### src/hw/rtl/pfe_pkg.sv
// ----------------------------------------------------------------------------
// pfe_pkg
// Types and constants of the postfix expression evaluator
// ----------------------------------------------------------------------------
package pfe_pkg;

    localparam int DATA_W      = 32;
    localparam int QUEUE_DEPTH = 4;
    localparam int DIV_STEPS   = 32;

    localparam logic [7:0] CHAR_ZERO  = 8'h30;
    localparam logic [7:0] CHAR_NINE  = 8'h39;
    localparam logic [7:0] CHAR_PLUS  = 8'h2B;
    localparam logic [7:0] CHAR_MINUS = 8'h2D;
    localparam logic [7:0] CHAR_STAR  = 8'h2A;
    localparam logic [7:0] CHAR_SLASH = 8'h2F;

    typedef enum logic [2:0] {
        OP_NONE,
        OP_DIGIT,
        OP_ADD,
        OP_SUB,
        OP_MUL,
        OP_DIV
    } t_op_kind;

    typedef enum logic [1:0] {
        ERR_NONE      = 2'd0,
        ERR_UNDERFLOW = 2'd1,
        ERR_OVERFLOW  = 2'd2,
        ERR_DIVZERO   = 2'd3
    } t_err_code;

    typedef enum logic [1:0] {
        BK_IDLE,
        BK_EXEC,
        BK_DIV,
        BK_EMIT
    } t_bk_state;

    typedef struct packed {
        t_op_kind   kind;
        logic [3:0] digit;
        logic       last;
    } t_q_item;

    typedef struct packed {
        logic              start;
        logic [DATA_W-1:0] dividend;
        logic [DATA_W-1:0] divisor;
    } t_div_req;

    typedef struct packed {
        logic              done;
        logic [DATA_W-1:0] quotient;
    } t_div_rsp;

    typedef struct packed {
        logic [DATA_W-1:0] value;
        logic              has_value;
        t_err_code         error;
    } t_res;

endpackage

### src/hw/rtl/pfe_front.sv
// ----------------------------------------------------------------------------
// pfe_front
// Accepts characters and classifies them into queue entries
// ----------------------------------------------------------------------------
module pfe_front (
    input  logic             i_tvalid,
    output logic             o_tready,
    input  logic [7:0]       i_symbol,
    input  logic             i_last,
    input  logic             i_q_full,
    output logic             o_push,
    output pfe_pkg::t_q_item o_item
);
    import pfe_pkg::*;

    logic [7:0] w_offset;

    assign o_tready = !i_q_full;
    assign o_push   = i_tvalid && !i_q_full;
    assign w_offset = i_symbol - CHAR_ZERO;

    always_comb begin
        o_item.digit = w_offset[3:0];
        o_item.last  = i_last;
        if (i_symbol inside {[CHAR_ZERO:CHAR_NINE]}) begin
            o_item.kind = OP_DIGIT;
        end else begin
            case (i_symbol)
                CHAR_PLUS:  o_item.kind = OP_ADD;
                CHAR_MINUS: o_item.kind = OP_SUB;
                CHAR_STAR:  o_item.kind = OP_MUL;
                CHAR_SLASH: o_item.kind = OP_DIV;
                default:    o_item.kind = OP_NONE;
            endcase
        end
    end

endmodule

### src/hw/rtl/pfe_queue.sv
// ----------------------------------------------------------------------------
// pfe_queue
// Short first-in first-out queue between the front and the back
// ----------------------------------------------------------------------------
module pfe_queue (
    input  logic             i_clk,
    input  logic             i_rst_n,
    input  logic             i_push,
    input  pfe_pkg::t_q_item i_item,
    output logic             o_full,
    input  logic             i_pop,
    output pfe_pkg::t_q_item o_item,
    output logic             o_empty
);
    import pfe_pkg::*;

    localparam int AW = $clog2(QUEUE_DEPTH);

    t_q_item       r_mem [QUEUE_DEPTH];
    logic [AW-1:0] r_wr_ptr;
    logic [AW-1:0] r_rd_ptr;
    logic [AW:0]   r_fill;

    assign o_full  = (r_fill == (AW+1)'(QUEUE_DEPTH));
    assign o_empty = (r_fill == '0);
    assign o_item  = r_mem[r_rd_ptr];

    always_ff @(posedge i_clk) begin
        if (i_push) begin
            r_mem[r_wr_ptr] <= i_item;
        end
    end

    always_ff @(posedge i_clk) begin
        if (!i_rst_n) begin
            r_wr_ptr <= '0;
            r_rd_ptr <= '0;
            r_fill   <= '0;
        end else begin
            if (i_push) begin
                r_wr_ptr <= r_wr_ptr + AW'(1);
            end
            if (i_pop) begin
                r_rd_ptr <= r_rd_ptr + AW'(1);
            end
            case ({i_push, i_pop})
                2'b10:   r_fill <= r_fill + (AW+1)'(1);
                2'b01:   r_fill <= r_fill - (AW+1)'(1);
                default: r_fill <= r_fill;
            endcase
        end
    end

endmodule

### src/hw/rtl/pfe_divider.sv
// ----------------------------------------------------------------------------
// pfe_divider
// Signed 32-bit divider, truncating, one quotient bit per cycle
// ----------------------------------------------------------------------------
module pfe_divider (
    input  logic              i_clk,
    input  logic              i_rst_n,
    input  pfe_pkg::t_div_req i_req,
    output pfe_pkg::t_div_rsp o_rsp
);
    import pfe_pkg::*;

    localparam int SW = $clog2(DIV_STEPS + 1);

    logic              r_busy;
    logic              r_done;
    logic [SW-1:0]     r_steps;
    logic              r_neg;
    logic [DATA_W-1:0] r_rem;
    logic [DATA_W-1:0] r_quot;
    logic [DATA_W-1:0] r_dvs;

    logic [DATA_W-1:0] w_mag_a;
    logic [DATA_W-1:0] w_mag_b;
    logic [DATA_W:0]   w_shift;
    logic [DATA_W:0]   w_diff;
    logic              w_bit;

    assign w_mag_a = i_req.dividend[DATA_W-1] ? (DATA_W'(0) - i_req.dividend)
                                              : i_req.dividend;
    assign w_mag_b = i_req.divisor[DATA_W-1] ? (DATA_W'(0) - i_req.divisor)
                                             : i_req.divisor;
    assign w_shift = {r_rem, r_quot[DATA_W-1]};
    assign w_diff  = w_shift - {1'b0, r_dvs};
    assign w_bit   = !w_diff[DATA_W];

    assign o_rsp.done     = r_done;
    assign o_rsp.quotient = r_neg ? (DATA_W'(0) - r_quot) : r_quot;

    always_ff @(posedge i_clk) begin
        if (i_req.start) begin
            r_rem  <= '0;
            r_quot <= w_mag_a;
            r_dvs  <= w_mag_b;
            r_neg  <= i_req.dividend[DATA_W-1] ^ i_req.divisor[DATA_W-1];
        end else if (r_busy) begin
            r_rem  <= w_bit ? w_diff[DATA_W-1:0] : w_shift[DATA_W-1:0];
            r_quot <= {r_quot[DATA_W-2:0], w_bit};
        end
    end

    always_ff @(posedge i_clk) begin
        if (!i_rst_n) begin
            r_busy  <= 1'b0;
            r_done  <= 1'b0;
            r_steps <= '0;
        end else begin
            r_done <= r_busy && (r_steps == SW'(1));
            if (i_req.start) begin
                r_busy  <= 1'b1;
                r_steps <= SW'(DIV_STEPS);
            end else if (r_busy) begin
                r_steps <= r_steps - SW'(1);
                if (r_steps == SW'(1)) begin
                    r_busy <= 1'b0;
                end
            end
        end
    end

endmodule

### src/hw/rtl/pfe_back.sv
// ----------------------------------------------------------------------------
// pfe_back
// Operand stack, operator execution and result register
// ----------------------------------------------------------------------------
module pfe_back #(
    parameter int STACK_DEPTH = 16
) (
    input  logic              i_clk,
    input  logic              i_rst_n,
    input  logic              i_q_empty,
    input  pfe_pkg::t_q_item  i_item,
    output logic              o_pop,
    output pfe_pkg::t_div_req o_div_req,
    input  pfe_pkg::t_div_rsp i_div_rsp,
    input  logic              i_m_ready,
    output logic              o_m_valid,
    output pfe_pkg::t_res     o_res
);
    import pfe_pkg::*;

    localparam int CW = $clog2(STACK_DEPTH + 1);
    localparam int IW = $clog2(STACK_DEPTH);

    // top of stack lives in r_top, the entries below it in r_stack
    logic [DATA_W-1:0] r_stack [STACK_DEPTH];

    t_bk_state         r_state, n_state;
    logic [CW-1:0]     r_count, n_count;
    t_err_code         r_err, n_err;
    logic [DATA_W-1:0] r_top, n_top;
    logic [DATA_W-1:0] r_below;
    t_op_kind          r_kind, n_kind;
    logic              r_last, n_last;
    logic              r_out_valid, n_out_valid;
    t_res              r_out, n_out;

    logic              w_wr_en;
    logic [CW-1:0]     w_cnt_m1;
    logic [CW-1:0]     w_cnt_m2;
    logic [DATA_W-1:0] w_prod;

    assign w_cnt_m1 = r_count - CW'(1);
    assign w_cnt_m2 = r_count - CW'(2);
    // only the low word of the product is kept
    assign w_prod   = r_below * r_top;

    assign o_m_valid = r_out_valid;
    assign o_res     = r_out;

    always_ff @(posedge i_clk) begin
        if (w_wr_en) begin
            r_stack[w_cnt_m1[IW-1:0]] <= r_top;
        end
        r_below <= r_stack[w_cnt_m2[IW-1:0]];
    end

    always_ff @(posedge i_clk) begin
        if (!i_rst_n) begin
            r_state     <= BK_IDLE;
            r_count     <= '0;
            r_err       <= ERR_NONE;
            r_out_valid <= 1'b0;
        end else begin
            r_state     <= n_state;
            r_count     <= n_count;
            r_err       <= n_err;
            r_out_valid <= n_out_valid;
        end
    end

    always_ff @(posedge i_clk) begin
        r_top  <= n_top;
        r_kind <= n_kind;
        r_last <= n_last;
        r_out  <= n_out;
    end

    always_comb begin
        logic w_finish;

        n_state           = r_state;
        n_count           = r_count;
        n_err             = r_err;
        n_top             = r_top;
        n_kind            = r_kind;
        n_last            = r_last;
        n_out             = r_out;
        n_out_valid       = r_out_valid && !i_m_ready;
        o_pop             = 1'b0;
        w_wr_en           = 1'b0;
        w_finish          = 1'b0;
        o_div_req.start    = 1'b0;
        o_div_req.dividend = r_below;
        o_div_req.divisor  = r_top;

        case (r_state)
            BK_IDLE: begin
                if (!i_q_empty) begin
                    o_pop   = 1'b1;
                    n_kind  = i_item.kind;
                    n_last  = i_item.last;
                    n_state = i_item.last ? BK_EMIT : BK_IDLE;
                    case (i_item.kind)
                        OP_DIGIT: begin
                            if (r_count >= CW'(STACK_DEPTH)) begin
                                if (r_err == ERR_NONE) n_err = ERR_OVERFLOW;
                            end else begin
                                w_wr_en = (r_count != '0);
                                n_top   = DATA_W'(i_item.digit);
                                n_count = r_count + CW'(1);
                            end
                        end
                        OP_ADD, OP_SUB, OP_MUL, OP_DIV: begin
                            if (r_count < CW'(2)) begin
                                if (r_err == ERR_NONE) n_err = ERR_UNDERFLOW;
                            end else begin
                                // below operand is read out during this cycle
                                n_state = BK_EXEC;
                            end
                        end
                        default: begin
                        end
                    endcase
                end
            end
            BK_EXEC: begin
                w_finish = 1'b1;
                case (r_kind)
                    OP_ADD: n_top = r_below + r_top;
                    OP_SUB: n_top = r_below - r_top;
                    OP_MUL: n_top = w_prod;
                    default: begin
                        if (r_top == '0) begin
                            if (r_err == ERR_NONE) n_err = ERR_DIVZERO;
                            n_top = '0;
                        end else begin
                            o_div_req.start = 1'b1;
                            w_finish        = 1'b0;
                            n_state         = BK_DIV;
                        end
                    end
                endcase
            end
            BK_DIV: begin
                if (i_div_rsp.done) begin
                    n_top    = i_div_rsp.quotient;
                    w_finish = 1'b1;
                end
            end
            BK_EMIT: begin
                if (!r_out_valid || i_m_ready) begin
                    n_out_valid     = 1'b1;
                    n_out.has_value = (r_count != '0);
                    n_out.value     = (r_count != '0) ? r_top : '0;
                    n_out.error     = r_err;
                    n_count         = '0;
                    n_err           = ERR_NONE;
                    n_state         = BK_IDLE;
                end
            end
            default: n_state = BK_IDLE;
        endcase

        if (w_finish) begin
            n_count = r_count - CW'(1);
            n_state = r_last ? BK_EMIT : BK_IDLE;
        end
    end

endmodule

### src/hw/rtl/postfix_expression_evaluator_core.sv
// ----------------------------------------------------------------------------
// postfix_expression_evaluator_core
// Reverse Polish expression evaluator over a character stream
// ----------------------------------------------------------------------------
// Characters enter on the s_axis channel, one per request: tdata carries the
// ASCII code, tlast marks the last character of an expression. Digits push
// 0..9, + - * / combine the two top entries (below op top), all else is
// ignored. Each expression gives one request on m_axis: tdata is the top of
// the stack, tuser bit 0 says the stack was nonempty, bits 2:1 the first
// error (underflow, overflow, divide by zero).
// A four-entry queue decouples the input from the execution unit. In the
// execution unit a digit or an ignored code is handled in the idle state;
// + - * pass on to the execute state, / goes on to the bit-serial divider
// (32 steps). The result passes the emit state into its output register.
// Reset clears the stack count, the error and the queue, synchronously. When
// m_axis_tready is low the result holds in its register, the unit keeps
// working until the next result, then the queue fills and s_axis_tready
// drops.
// ----------------------------------------------------------------------------
module postfix_expression_evaluator_core #(
    parameter int STACK_DEPTH = 16
) (
    input  logic        i_clk,
    input  logic        i_rst_n,
    input  logic        s_axis_tvalid,
    output logic        s_axis_tready,
    input  logic [7:0]  s_axis_tdata,   // [7:0] symbol
    input  logic        s_axis_tlast,   // end_of_expr
    output logic        m_axis_tvalid,
    input  logic        m_axis_tready,
    output logic [31:0] m_axis_tdata,   // [31:0] value
    output logic [2:0]  m_axis_tuser    // [0] has_value, [2:1] error
);
    import pfe_pkg::*;

    t_q_item  w_in_item;
    t_q_item  w_q_item;
    logic     w_push;
    logic     w_pop;
    logic     w_full;
    logic     w_empty;
    t_div_req w_div_req;
    t_div_rsp w_div_rsp;
    t_res     w_res;

    pfe_front u_front (
        .i_tvalid (s_axis_tvalid),
        .o_tready (s_axis_tready),
        .i_symbol (s_axis_tdata),
        .i_last   (s_axis_tlast),
        .i_q_full (w_full),
        .o_push   (w_push),
        .o_item   (w_in_item)
    );

    pfe_queue u_queue (
        .i_clk   (i_clk),
        .i_rst_n (i_rst_n),
        .i_push  (w_push),
        .i_item  (w_in_item),
        .o_full  (w_full),
        .i_pop   (w_pop),
        .o_item  (w_q_item),
        .o_empty (w_empty)
    );

    pfe_back #(
        .STACK_DEPTH (STACK_DEPTH)
    ) u_back (
        .i_clk     (i_clk),
        .i_rst_n   (i_rst_n),
        .i_q_empty (w_empty),
        .i_item    (w_q_item),
        .o_pop     (w_pop),
        .o_div_req (w_div_req),
        .i_div_rsp (w_div_rsp),
        .i_m_ready (m_axis_tready),
        .o_m_valid (m_axis_tvalid),
        .o_res     (w_res)
    );

    pfe_divider u_divider (
        .i_clk   (i_clk),
        .i_rst_n (i_rst_n),
        .i_req   (w_div_req),
        .o_rsp   (w_div_rsp)
    );

    assign m_axis_tdata = w_res.value;
    assign m_axis_tuser = {w_res.error, w_res.has_value};

endmodule

### config.mk
export PLATFORM = sky130hd
export DESIGN_NAME = postfix_expression_evaluator_core
export DESIGN_NICKNAME = d
export VERILOG_FILES = /design/src/hw/rtl/pfe_pkg.sv /design/src/hw/rtl/pfe_front.sv /design/src/hw/rtl/pfe_queue.sv /design/src/hw/rtl/pfe_divider.sv /design/src/hw/rtl/pfe_back.sv /design/src/hw/rtl/postfix_expression_evaluator_core.sv
export SDC_FILE = /design/constraint.sdc
export NUM_CORES = 2
export LEC_CHECK = 0
export BUFFER_PORTS_ARGS = -buffer_cell sky130_fd_sc_hd__buf_2
export CORE_MARGIN = 3
export CORE_UTILIZATION = 34
export CTS_CLUSTER_SIZE = 10
export DETAILED_ROUTE_END_ITERATION = 10
export GPL_ROUTABILITY_DRIVEN = 0
export SYNTH_ARGS = -nofsm -noshare
export SYNTH_HDL_FRONTEND = slang
export SYNTH_SLANG_ARGS = --single-unit
### constraint.sdc
create_clock -name i_clk -period 11.05 [get_ports i_clk]
set_input_delay 1.6575 -clock i_clk [delete_from_list [all_inputs] [get_ports i_clk]]
set_output_delay 1.6575 -clock i_clk [all_outputs]
set_load 0.02 [all_outputs]
---- Word level (Yosys, flattened, before mapping) ----
Memory sizes are Yosys's and may differ from the RTL's. A register that Yosys moved wholly into a read port is not among the register bits.
Cells that the tools add are included.
operators by class
  add/sub/neg operators ................... 15
  bitwise operators ....................... 3
  shift operators ......................... 0
  reduce and logical (&&, ||, !) cells .... 29
  muxes and demuxes ....................... 68
  magnitude comparators ................... 4
  equal/unequal tests ..................... 39
  multiply operators ...................... 1
  div/mod/pow operators ................... 0
operators with widths
  kind                     number
  $mux W32                 10
  $pmux W32 S3             2
  $sub A1 B32 Y32 const A  3
  $mux W2                  19
  $sub A33 B32 Y33         1
  $add A32 B32 Y32         1
  $eq A8 B6 Y1 const B     4
  $logic_not A32 Y1        1
  $mul A32 B32 Y32         1
  $sub A32 B32 Y32         1
  $mux W31                 1
  $mux W5                  5
  $mux W1                  21
  $ne A3 B2 Y1 const B     7
  $eq A3 B2 Y1 const B     4
  $eq A3 B3 Y1 const B     4
  $mux W6                  2
  $pmux W2 S3              2
  $pmux W3 S4              1
  $reduce_and A11 Y1       1
  $pmux W5 S2              1
  $reduce_and A5 Y1        2
  $ne A3 B3 Y1 const B     3
  $reduce_bool A3 Y1       3
  39 further kinds         59
word-level totals
  bits in writable memories ............... 544
  latch bits .............................. 0
  flip-flop bits (word level) ............. 193
  memories kept ........................... 2
  memory bits (read-only) ................. 0
  input port bits ......................... 13
memories
  name            depth  bits a word  rd ports  clocked after Yosys merged registers in  write ports  line             source
  u_back.r_stack  16     32           1         1                                        1            pfe_back.sv:25   logic [DATA_W-1:0] r_stack [STACK_DEPTH];
  u_queue.r_mem   4      8            1         1                                        1            pfe_queue.sv:19  t_q_item r_mem [QUEUE_DEPTH];

---- Depth between registers and ports, before layout ----
  depth in word-level cells ............... 7
  depth in mapped cells ................... 28
  gate-level depth less buffers ........... 26

---- Cells and area by module ----
A second synthesis with hierarchy kept.
unflattened totals
  cells, all modules ...................... 4,164
  area, all modules ....................... 51,426.8 µm²
by module, submodules not included
  module       sequential area each (µm²)  area an instance (µm²)  cells each  instances
  pfe_back     18,347.6                    41,825.1                3,175       1
  pfe_divider  2,752.6                     7,846.3                 884         1
  pfe_queue    1,141.1                     1,607.8                 88          1
  pfe_front    0.0                         147.6                   17          1

---- Worst setup path before layout ----
OpenSTA, ideal clock, no wires.
  kind .................................... reg2reg
  start point ............................. register u_back.r_top[7]
  end point ............................... register u_back.r_top[31] (data pin)
  setup slack ............................. 3,411 ps
  clock period less this slack ............ 7,639 ps
  data required time ...................... 10,776 ps
  library setup time ...................... 274 ps
  cell stages (with the launch flop) ...... 27
  data arrival time ....................... 7,365 ps
  buffers on the path ..................... 2
  cell sequence ........................... edfxtp_1 -> clkbuf_1 -> clkbuf_1 -> and2_1 -> fa_1 -> fa_1 -> fa_1 -> inv_1 -> fa_1 -> inv_1 -> fa_1 -> inv_1 -> fa_1 -> inv_1 -> fa_1 -> fa_1 -> ha_1 -> and3_1 -> a31oi_1 -> o21ai_0 -> a221o_1 -> nor3_1 -> a21oi_1 -> a41o_1 -> o41ai_1 -> xnor2_1 -> o221ai_1
on the way
  word-level cells in the longest chain between the ends .. 3
  elaborated cells between the ends (all ways) .. 5
  those cells by class .................... 2 x add/sub; 1 x mul; 2 x mux
ends and longest elaborated chain
  what                                            line             source
  start: declaration                              pfe_back.sv:30   logic [DATA_W-1:0] r_top, n_top;
  start signal: assignment                        pfe_back.sv:72   r_top <= n_top;
  $mul A32 B32 Y32, or another cell as far along  pfe_back.sv:45   assign w_prod = r_below * r_top;
  $pmux W32 S3 (*)                                pfe_back.sv:128  case (r_kind)
  $pmux W32 S3 (*)                                pfe_back.sv:96   case (r_state)
  via u_back.n_top[31]                            pfe_back.sv:30
The timed path passes the listed nets; every way through them passes the cells marked *.
A chain may end at the register's enable or synchronous reset.

---- Final worst setup path ----
  start point ............................. register u_back.r_below[5] (read register of u_back.r_stack)
  end point ............................... register u_back.r_top[31] (data pin)
on the way
  word-level cells in the longest chain between the ends .. 3
  elaborated cells between the ends (all ways) .. 5
  those cells by class .................... 2 x add/sub; 1 x mul; 2 x mux
ends and longest elaborated chain
  what                                            line             source
  start: declaration                              pfe_back.sv:31   logic [DATA_W-1:0] r_below;
  $mul A32 B32 Y32, or another cell as far along  pfe_back.sv:45
  $pmux W32 S3 (*)                                pfe_back.sv:128
  $pmux W32 S3 (*)                                pfe_back.sv:96
  via u_back.n_top[31]                            pfe_back.sv:30
Marks and branches as above.

==> flow_summary.ini <==
[logic_synthesis]
syn_area_sq_um = 50900
synth_seq_cells = 771
synthArstFlopShare_pct = 0
synthCells = 4123
avgSynthCellArea_sq_um = 12.3
synth_flop_cell = edfxtp_1
synthDistinctLibCells = 84
synthesis.nets = 4758
yosys_warnings = 0
synth_edf_count = 680
seq_area_frac_synth_pct = 43.7

[cts]
numClockSinks = 771
clock_latency_ns = 0.72
cts_made_buffers = 92
ctsHtreeMaxLevel = 3
tritoncts = built
cts_root_buf = clkbuf_16
cts.clk_slew.worst_paths_ns = 0.07
cts.path.max_buffers = 3
hold_buffers = 0
cts_setup_buffers = 0
cts.repair.resized = 0

[sta]
grt_setup_unrepaired = no
fmaxAchievable_mhz = 122
finalSetupViolCount = 0
finalHoldViolCount = 0
fin_crit_sh_pct = 74.3
fin_crit_ns = 8.21
worstMarginPinSlew_ns = 1.23
max_slew_margin_pct = 18.1
fin_skew_ns = 0.0744
tns_ns = 0
slew_violations = 0

[layout]
multi_input_area_sq_um = 26200
drive_gt1_share_pct = 11.3
fill_cells = 14221
seqCellArea_sq_um = 22300
finalNetCount = 4770
syn_to_final_growth_pct = 10.7

[die]
die_w_um = 393
start_util_pct = 34.3
ioPinCount = 50
die-area_sq_um = 154000
coreArea_sq_um = 148000
die_h_um = 393
rows = 141

[routing]
dr.pass1.iters = 8
first_iter_violations = 2685
wire_per_inst_um = 23.3
drt-total-wl_um = 143000
drc_errors = 0
routed_via_density = 5.30
detail-route-antenna-nets = 0
via_count = 32530

[worst_setup_path]
worstPathArrival_ns = 8.64
r2r_slack_ns = 2.84
timing.rr.end = u_back.r_top[31]
worstPathMaxFanout = 18
path_class = reg -> reg
r2r_start = u_back.r_below[5]
critPathCaptureType = register
startpoint_type = register
reg2reg_depth = 27
critPathRequiredTime_ns = 11.49

[worst_hold_path]
min_path_cells = 2
hold-path-endpoint = u_divider.r_steps[0]
min_path_type = reg -> reg
hp-start = u_divider.r_steps[0]

[status]
status = finished clean

[placed_design]
port_buffers = 49
hpwlAfterDp_um = 93500

[global_route]
grt_max_degree = 105
grt_pass1_vias = 34083
grt_pass1_wl_um = 218000
grt-ovfl-total = 0
antenna_found_initial = 14
track_usage_pct = 18.9

[job]
max-cap-violations = 0
## worst max-delay path: stages (launching register included)
cell and delay (ns):
dfxtp_1 0.94, buf_4 0.46, and2_1 0.20, fa_1 0.42, inv_1 0.09, fa_1 0.17
inv_1 0.05, fa_1 0.47, inv_1 0.05, fa_1 0.48, inv_1 0.05, fa_1 0.51
inv_1 0.06, fa_1 0.54, inv_1 0.05, fa_1 0.52, fa_1 0.44, ha_1 0.36
and3_1 0.26, a31oi_1 0.16, o21ai_0 0.16, a221o_1 0.35, nor3_1 0.13, a21oi_1 0.10
a41o_1 0.27, o41ai_1 0.32, xnor2_1 0.17, o221ai_1 0.14
## sequential cells by signal, indices dropped and copies added (netlist names), 32 cells and up, named ones only
register,cells
u_back.o_res,35
u_back.r_below,32
u_back.r_stack,512
u_back.r_top,32
u_divider.r_dvs,32
u_divider.r_quot,32
u_divider.r_rem,32
u_queue.r_mem,32
## synth_stat cells (23+ instances only)
master | number | share of area [%]
fa_1 | 411 | 16
inv_1 | 456 | 3.4
xnor2_1 | 163 | 2.8
ha_1 | 211 | 5.2
edfxtp_1 | 680 | 40
o21ai_0 | 147 | 1.4
nand2b_1 | 26 | 0.32
o31ai_1 | 30 | 0.44
nor2b_1 | 55 | 0.68
nand3_1 | 27 | 0.27
clkbuf_1 | 192 | 1.4
or3_1 | 23 | 0.28
a21oi_1 | 122 | 1.2
mux4_2 | 168 | 7.4
and2_1 | 320 | 3.9
a22oi_1 | 25 | 0.37
mux2i_1 | 30 | 0.59
nor2_1 | 112 | 0.83
xor2_1 | 111 | 1.9
nand2_1 | 380 | 2.8
dfxtp_1 | 91 | 3.6
nor3_1 | 34 | 0.33
## how the worst max path moves through the flow
stage                            from          endpoint  slack [ns]
floorplan             u_back.r_top[7]  u_back.r_top[31]        3.41
global placement    u_back.r_below[9]  u_back.r_top[31]        2.94
detailed placement  u_back.r_below[9]  u_back.r_top[31]        2.97
CTS                 u_back.r_below[5]  u_back.r_top[31]        2.88
global route        u_back.r_below[5]  u_back.r_top[31]        2.46
finish              u_back.r_below[5]  u_back.r_top[31]        2.84
## final cells by class
| type | instances | share of cell area, % |
|---|---|---|
| multi-input cells | 2664 | 46.4 |
| flip-flops and latches | 771 | 39.5 |
| clock buffers | 146 | 4.50 |
| well taps | 1930 | 4.29 |
| inverters | 459 | 3.06 |
| repair buffers | 147 | 1.76 |
| clock inverters | 19 | 0.451 |
| diodes | 3 | 0.0133 |
## routing by layer
| metal | track usage [%] | part of all wire [%] | wire (um) |
|---|---|---|---|
| met5 | 0 | 0.020 | 28 |
| met4 | 6.15 | 3.3 | 4740 |
| met3 | 3.32 | 7.4 | 10600 |
| met2 | 30.2 | 46 | 66400 |
| met1 | 26.0 | 43 | 61400 |
## cells by family (layout without fill, tap and decap cells)
group / Yosys count / in the layout / synth area share (%)
other: 0 / 3 / 0
multiplexers: 199 / 199 / 8.05
AND/OR/NAND/NOR: 1067 / 1067 / 10.8
adder cells (fa/ha/maj): 622 / 622 / 21.4
buffers and inverters: 688 / 771 / 5.18
flip-flops: 771 / 771 / 43.7
AO/OA/AOI/OAI: 502 / 502 / 6.19
XOR/XNOR: 274 / 274 / 4.72
## stage by stage
step	hold WS (ns)	utilization [%]	area, sq um	instances	setup slack (ns)
finish	0.492	38.0	56300	6139	2.84
global route	0.512	38.0	56300	6137	2.46
CTS	0.493	38.0	56300	6136	2.88
detailed placement	0.478	36.1	53500	5971	2.97
global placement	0.480	36.1	53500	5971	2.94
floorplan	0.444	-	50900	4123	3.41
## layout by cell type, fill, tap and decap left out, types with 21 or more instances in the layout
master / n
clkbuf_1: 51
dfxtp_1: 88
a22oi_1: 25
clkbuf_16: 92
nor2_1: 96
xnor2_1: 162
buf_4: 97
or3_1: 23
mux4_2: 168
nand2_1: 379
fa_1: 411
o31ai_1: 30
a21o_1: 21
nand3_1: 27
edfxtp_1: 680
xor2_1: 110
nor3_1: 34
nand2b_1: 26
ha_1: 210
buf_2: 49
o21ai_0: 147
and2_1: 320
inv_1: 456
a21oi_1: 122
mux2i_1: 30
nor2b_1: 54
Power is left out: the tool's default activity adds up to more than one toggle a clock period on the data nets, which glitch-free logic cannot reach.
